### src/rtl/rmt_pkg.sv
// rect merge table: shared types, constants and helper functions
// no dependencies; imported by every module of the block
package rmt_pkg;

    localparam int MAX_RECTS_DEF = 32;
    localparam int COORD_W       = 16;
    localparam int RD_IDX_W      = 5;
    localparam int CNT_OUT_W     = 6;
    localparam int MARGIN_W      = 8;
    localparam logic [MARGIN_W-1:0] MARGIN_RST = 8'd16;

    typedef logic signed [COORD_W-1:0] t_coord;

    typedef enum logic [1:0] {
        REQ_ADD   = 2'd0,
        REQ_READ  = 2'd1,
        REQ_CLEAR = 2'd2,
        REQ_NONE  = 2'd3
    } t_req;

    // stored entry, left in the low bits
    typedef struct packed {
        t_coord bottom;
        t_coord right;
        t_coord top;
        t_coord left;
    } t_rect;

    typedef struct packed {
        logic [1:0]          req_type;
        t_coord              new_left;
        t_coord              new_top;
        t_coord              new_right;
        t_coord              new_bottom;
        logic [RD_IDX_W-1:0] read_index;
    } t_in_item;

    typedef struct packed {
        t_coord               entry_left;
        t_coord               entry_top;
        t_coord               entry_right;
        t_coord               entry_bottom;
        logic                 entry_valid;
        logic [CNT_OUT_W-1:0] rect_count;
        logic [CNT_OUT_W-1:0] merges_done;
        logic                 overflow;
    } t_out_item;

    // per-cell control from the sequencer
    typedef struct packed {
        logic hit_qual;   // latch the merge test result
        logic hit_index;  // latch the read address match
        logic shift;      // take the neighbor's entry
        logic load;       // take the new rectangle
    } t_cell_ctl;

    function automatic t_coord smax(input t_coord a, input t_coord b);
        return (a > b) ? a : b;
    endfunction

    function automatic t_coord smin(input t_coord a, input t_coord b);
        return (a < b) ? a : b;
    endfunction

    function automatic t_rect rect_union(input t_rect a, input t_rect b);
        t_rect u;
        u.left   = smin(a.left, b.left);
        u.top    = smin(a.top, b.top);
        u.right  = smax(a.right, b.right);
        u.bottom = smax(a.bottom, b.bottom);
        return u;
    endfunction

endpackage

### src/rtl/rmt_cell.sv
// rect merge table: one table slot with its own merge test and read match
// depends on rmt_pkg
module rmt_cell
    import rmt_pkg::*;
#(
    parameter int IDX = 0,
    parameter int CW  = 6
) (
    input  logic                i_clk,
    input  logic                i_rst_n,
    input  t_cell_ctl           i_ctl,
    input  logic [CW-1:0]       i_count,
    input  logic [RD_IDX_W-1:0] i_read_index,
    input  t_rect               i_probe,
    input  t_rect               i_rect,
    input  t_rect               i_next,
    output t_rect               o_entry,
    output logic                o_hit
);

    t_rect r_entry;
    logic  r_hit;

    t_coord            il, ir, it, ib;
    logic signed [16:0] iw, ih, nh, eh;
    logic signed [17:0] ih2, nh2, eh2;
    logic              in_range, qual, idx_match, n_hit;

    always_comb begin
        il  = smax(r_entry.left, i_probe.left);
        ir  = smin(r_entry.right, i_probe.right);
        it  = smax(r_entry.top, i_probe.top);
        ib  = smin(r_entry.bottom, i_probe.bottom);
        iw  = {ir[15], ir} - {il[15], il};
        ih  = {ib[15], ib} - {it[15], it};
        nh  = {i_rect.bottom[15], i_rect.bottom} - {i_rect.top[15], i_rect.top};
        eh  = {r_entry.bottom[15], r_entry.bottom} - {r_entry.top[15], r_entry.top};
        ih2 = {ih, 1'b0};
        nh2 = {nh[16], nh};
        eh2 = {eh[16], eh};
        qual = (iw > 17'sd0) && (ih > 17'sd0) && ((ih2 > nh2) || (ih2 > eh2));
        in_range  = CW'(IDX) < i_count;
        idx_match = int'(i_read_index) == IDX;
        n_hit = in_range && ((i_ctl.hit_qual && qual) || (i_ctl.hit_index && idx_match));
    end

    always_ff @(posedge i_clk) begin
        if (!i_rst_n) begin
            r_hit <= 1'b0;
        end else begin
            r_hit <= n_hit;
        end
    end

    // payload, no reset
    always_ff @(posedge i_clk) begin
        if (i_ctl.load) begin
            r_entry <= i_rect;
        end else if (i_ctl.shift) begin
            r_entry <= i_next;
        end
    end

    assign o_entry = r_entry;
    assign o_hit   = r_hit;

endmodule

### config.mk
export PLATFORM = sky130hd
export DESIGN_NAME = rmt_cell
export DESIGN_NICKNAME = d
export VERILOG_FILES = /design/src/rtl/rmt_pkg.sv /design/src/rtl/rmt_cell.sv
export SDC_FILE = /design/constraint.sdc
export NUM_CORES = 1
export LEC_CHECK = 0
export BUFFER_PORTS_ARGS = -buffer_cell sky130_fd_sc_hd__buf_2
export CORE_AREA = 2 2 152 154
export CTS_CLUSTER_DIAMETER = 80
export DETAILED_ROUTE_END_ITERATION = 6
export DIE_AREA = 0 0 154 156
export PLACE_DENSITY = 0.68
export SYNTH_ARGS = -nofsm -noshare
export SYNTH_HDL_FRONTEND = slang
export SYNTH_SLANG_ARGS = --single-unit
### constraint.sdc
create_clock -name i_clk -period 7.28 [get_ports i_clk]
set_input_delay 0.364 -clock i_clk [delete_from_list [all_inputs] [get_ports i_clk]]
set_output_delay 0.364 -clock i_clk [all_outputs]
set_load 0.02 [all_outputs]
==> results.yml <==
placed_design:
  place.gp.congestion: 0.911
  detailed_place_hpwl_um: 22200
  numPortBuffers: 273
worst_setup_path:
  worstSetupStartpointType: "register"
  worst_setup_path_end_kind: "register"
  critPathLaunch: "o_entry[49]$_DFFE_PP_"
  crit_type: "register to register"
  cp_data_arrival_time_ns: 6.77
  critPathMaxFanout: 16
  crit-reg2reg-launch: "o_entry[49]$_DFFE_PP_"
  critical_path_data_required_time_ns: 7.51
floorplanning:
  design.portCount: 274
  start_util_pct: 39.4
  die_height_um: 156
  coreArea_um2: 22400
  row_count: 55
  die_area_um2: 24000
  dieWidth_um: 154
synth:
  synth_top_area_cell: "sky130_fd_sc_hd__ha_1"
  synthesis.area_per_instance_um2: 9.33
  synth_top_cells_by_area: "sky130_fd_sc_hd__ha_1 22%, sky130_fd_sc_hd__edfxtp_1 22%, sky130_fd_sc_hd__mux2_2 13%"
  async_reset_ff_share_pct: 0
  ys_seq_elements: 65
  post_synth_inst_count: 944
  synth.cell_area_um2: 8810
  yosysUniqueCellTypes: 64
  synth_edf_count: 64
  ys.warnings.count: 0
  synth-main-ff-cell: "sky130_fd_sc_hd__edfxtp_1"
  synth-seq-area-share_pct: 22.0
  postSynthNetCount: 1313
  yosysTopAreaCellShare_pct: 22.2
detailed_routing:
  route.detailed.drc: 0
  avgViaCountPerCell: 5.36
  drtIter0Drc: 375
  drt-total-wl_um: 26200
  first_pass_iters: 6
  number_of_vias_after_detailed_routing: 8108
  wire_per_inst_um: 17.3
  postRouteAntennaNets: 0
cts:
  clkTransAtPathRegs_ns: 0.07
  clk-insertion-delay-late_ns: 0.36
  post_cts_resized: 0
  cts-root-to-sink-buffers: 2
  cts-htree-levels: 3
  cts_setup_buffers: 0
  clock_sink_count: 65
  postCtsHoldBufs: 0
  cts-buffers-inserted: 9
  ctsRootBufferMaster: "sky130_fd_sc_hd__clkbuf_16"
  cts_tree: "yes"
cells_and_area:
  area_delta_synth_final_pct: 23.2
  post_route_cells_drive_above_1_share_pct: 33.1
  layout.core_utilization_pct: 48.5
  layout.nets: 1587
  filler_cell_count: 2172
global_route:
  vias_in_the_first_global_route: 8015
  number_of_antenna_violations_at_the_first_check_in_global_routing: 3
  globalRoute.busiestLayer: "met2"
  grt.met3_usage_pct: 3.67
  groute.layer.met1.usage_pct: 25.8
  met2_track_usage_gr_pct: 39.1
  grt.total_usage_pct: 21.5
  grt_start_max_net_pins: 65
  total_overflow_reported_by_the_global_router: 0
  global_route_wire_length_before_repair_um: 40400
flow_run:
  cap_violations: 0
timing:
  period_share_pct: 89.8
  achievable-frequency_mhz: 153
  tightest_slew_ns: 0.872
  setup_violations: 0
  aggregate_negative_setup_slack_ns: 0
  slew_headroom_pct: 41.9
  final_report_max_slew_violation_count: 0
  rsz0062_at_grt: "no"
  period_minus_slack_ns: 6.54
  clock_skew_ns: 0.0103
  report.final.hold_viol_count: 0
power_and_ir_drop:
  peakVddDrop_mv: 0.112
  powerDensity_nw_per_um2: 253
  total_leakage_power_uw: 0.00544
min_path:
  worst_hold_path_type: "primary input to register"
  holdCritStartpoint: "i_rect[34]"
status:
  status: "complete, no violations"
==> routing by layer <==
metal | vias up | routed length, um
met5 | - | 0
met2 | 275 | 12900
met4 | 0 | 605
met1 | 3737 | 11300
li1 | 4064 | -
met3 | 32 | 1410
==> stage by stage <==
step | instances | total power, uW | area [um^2] | hold slack [ns] | setup WS (ns)
after floorplan | 944 | 1800 | 8810 | 0.538 | 1.22
after global placement | 1492 | 2220 | 10500 | 0.666 | 0.911
after detailed placement | 1492 | 2250 | 10500 | 0.669 | 0.784
after CTS | 1507 | 2750 | 10800 | 0.296 | 0.752
after global routing | 1509 | 3000 | 10800 | 0.301 | 0.288
final | 1512 | 2750 | 10900 | 0.307 | 0.743
==> synthesized netlist by cell type (all sizes together) (4+ instances only) <==
cell type and count:
mux2i 36, nand2b 15, o211ai 4, nand3 14, a31o 4, nor2b 20, a41oi 4, xor2 19
a31oi 8, o21a 18, and3 5, clkbuf 13, inv 118, o21ai 39, nand4 14, nor3 11
nor2 41, nand3b 4, fa 4, o21bai 11, mux2 98, a211oi 6, ha 156, or4 6
a21o 36, edfxtp 64, nor4 4, nand2 30, xnor2 25, o2111ai 7, a21oi 56
==> worst paths after layout <==
path	end	slack (ns)	cells past startpoint
max	o_hit$_SDFF_PN0_	0.74	27
min	o_entry[34]$_DFFE_PP_	0.31	2
max reg2reg	o_hit$_SDFF_PN0_	0.74	27
min reg2reg	o_hit$_SDFF_PN0_	1.21	6
==> layout make-up <==
type / instances / area (um^2) / area share, %
inverter: 118 / 443 / 4.08
clock buffer: 9 / 225 / 2.07
antenna: 5 / 12.5 / 0.115
timing repair buffer: 278 / 1400 / 12.9
clock inverter: 6 / 92.6 / 0.853
sequential: 65 / 1940 / 17.9
tap: 285 / 357 / 3.29
multi-input combinational: 746 / 6380 / 58.8
==> worst max-delay path, stage by stage (launching register included) <==
cell,delay [ns]
sky130_fd_sc_hd__edfxtp_1,0.49
sky130_fd_sc_hd__ha_1,0.32
sky130_fd_sc_hd__a21boi_0,0.16
sky130_fd_sc_hd__o21ai_0,0.09
sky130_fd_sc_hd__a21boi_0,0.17
sky130_fd_sc_hd__o21ai_0,0.12
sky130_fd_sc_hd__a21oi_1,0.14
sky130_fd_sc_hd__o21ai_0,0.08
sky130_fd_sc_hd__a21oi_1,0.23
sky130_fd_sc_hd__o21a_1,0.65
sky130_fd_sc_hd__mux2_2,0.41
sky130_fd_sc_hd__ha_1,0.36
sky130_fd_sc_hd__a211oi_1,0.34
sky130_fd_sc_hd__o21bai_1,0.17
sky130_fd_sc_hd__nand4_1,0.13
sky130_fd_sc_hd__a31oi_1,0.24
sky130_fd_sc_hd__o21ai_0,0.18
sky130_fd_sc_hd__a21o_1,0.21
sky130_fd_sc_hd__a21oi_1,0.17
sky130_fd_sc_hd__xnor2_1,0.13
sky130_fd_sc_hd__ha_1,0.31
sky130_fd_sc_hd__and3_1,0.20
sky130_fd_sc_hd__nand4_1,0.11
sky130_fd_sc_hd__mux2_2,0.31
sky130_fd_sc_hd__o32ai_1,0.27
sky130_fd_sc_hd__o21a_1,0.16
sky130_fd_sc_hd__o221a_2,0.19
sky130_fd_sc_hd__o21ai_1,0.06
==> power breakdown <==
part / internal (uW) / switching [uW] / total (uW)
sequential: 463 / 54.1 / 518
combinational: 779 / 966 / 1740
clock: 300 / 186 / 486
==> state kept, by name, indices dropped and copies added (netlist names) <==
register	count
o_entry	64
o_hit	1
==> logic make-up after synthesis <==
logic type	Yosys count	share of synthesized area (%)
mux	134	16.6
fa+ha+maj	160	23.1
compound gates	226	17.3
simple gates	182	11.0
xor+xnor	44	4.37
buf+inv	133	5.68
flops	65	22.0
==> cell usage in the layout (no fill, tap or decap), types with 5 or more instances in the layout <==
| cell type | n |
|---|---|
| sky130_fd_sc_hd__inv_1 | 118 |
| sky130_fd_sc_hd__nand3_1 | 14 |
| sky130_fd_sc_hd__edfxtp_1 | 64 |
| sky130_fd_sc_hd__diode_2 | 5 |
| sky130_fd_sc_hd__nand2b_1 | 15 |
| sky130_fd_sc_hd__o21ai_0 | 37 |
| sky130_fd_sc_hd__and3_1 | 5 |
| sky130_fd_sc_hd__nand2_1 | 30 |
| sky130_fd_sc_hd__buf_2 | 273 |
| sky130_fd_sc_hd__nor3_1 | 11 |
| sky130_fd_sc_hd__nor2_1 | 41 |
| sky130_fd_sc_hd__o21bai_1 | 11 |
| sky130_fd_sc_hd__nor2b_1 | 20 |
| sky130_fd_sc_hd__clkbuf_16 | 9 |
| sky130_fd_sc_hd__xnor2_1 | 25 |
| sky130_fd_sc_hd__a211oi_1 | 6 |
| sky130_fd_sc_hd__a31oi_1 | 7 |
| sky130_fd_sc_hd__buf_4 | 5 |
| sky130_fd_sc_hd__o21a_1 | 18 |
| sky130_fd_sc_hd__nand4_1 | 14 |
| sky130_fd_sc_hd__mux2_2 | 98 |
| sky130_fd_sc_hd__xor2_1 | 19 |
| sky130_fd_sc_hd__ha_1 | 156 |
| sky130_fd_sc_hd__o2111ai_1 | 7 |
| sky130_fd_sc_hd__mux2i_1 | 35 |
| sky130_fd_sc_hd__a21oi_1 | 56 |
| sky130_fd_sc_hd__or4_1 | 6 |
| sky130_fd_sc_hd__a21o_1 | 36 |
No activity file was read; power rests on OpenSTA's default activity.
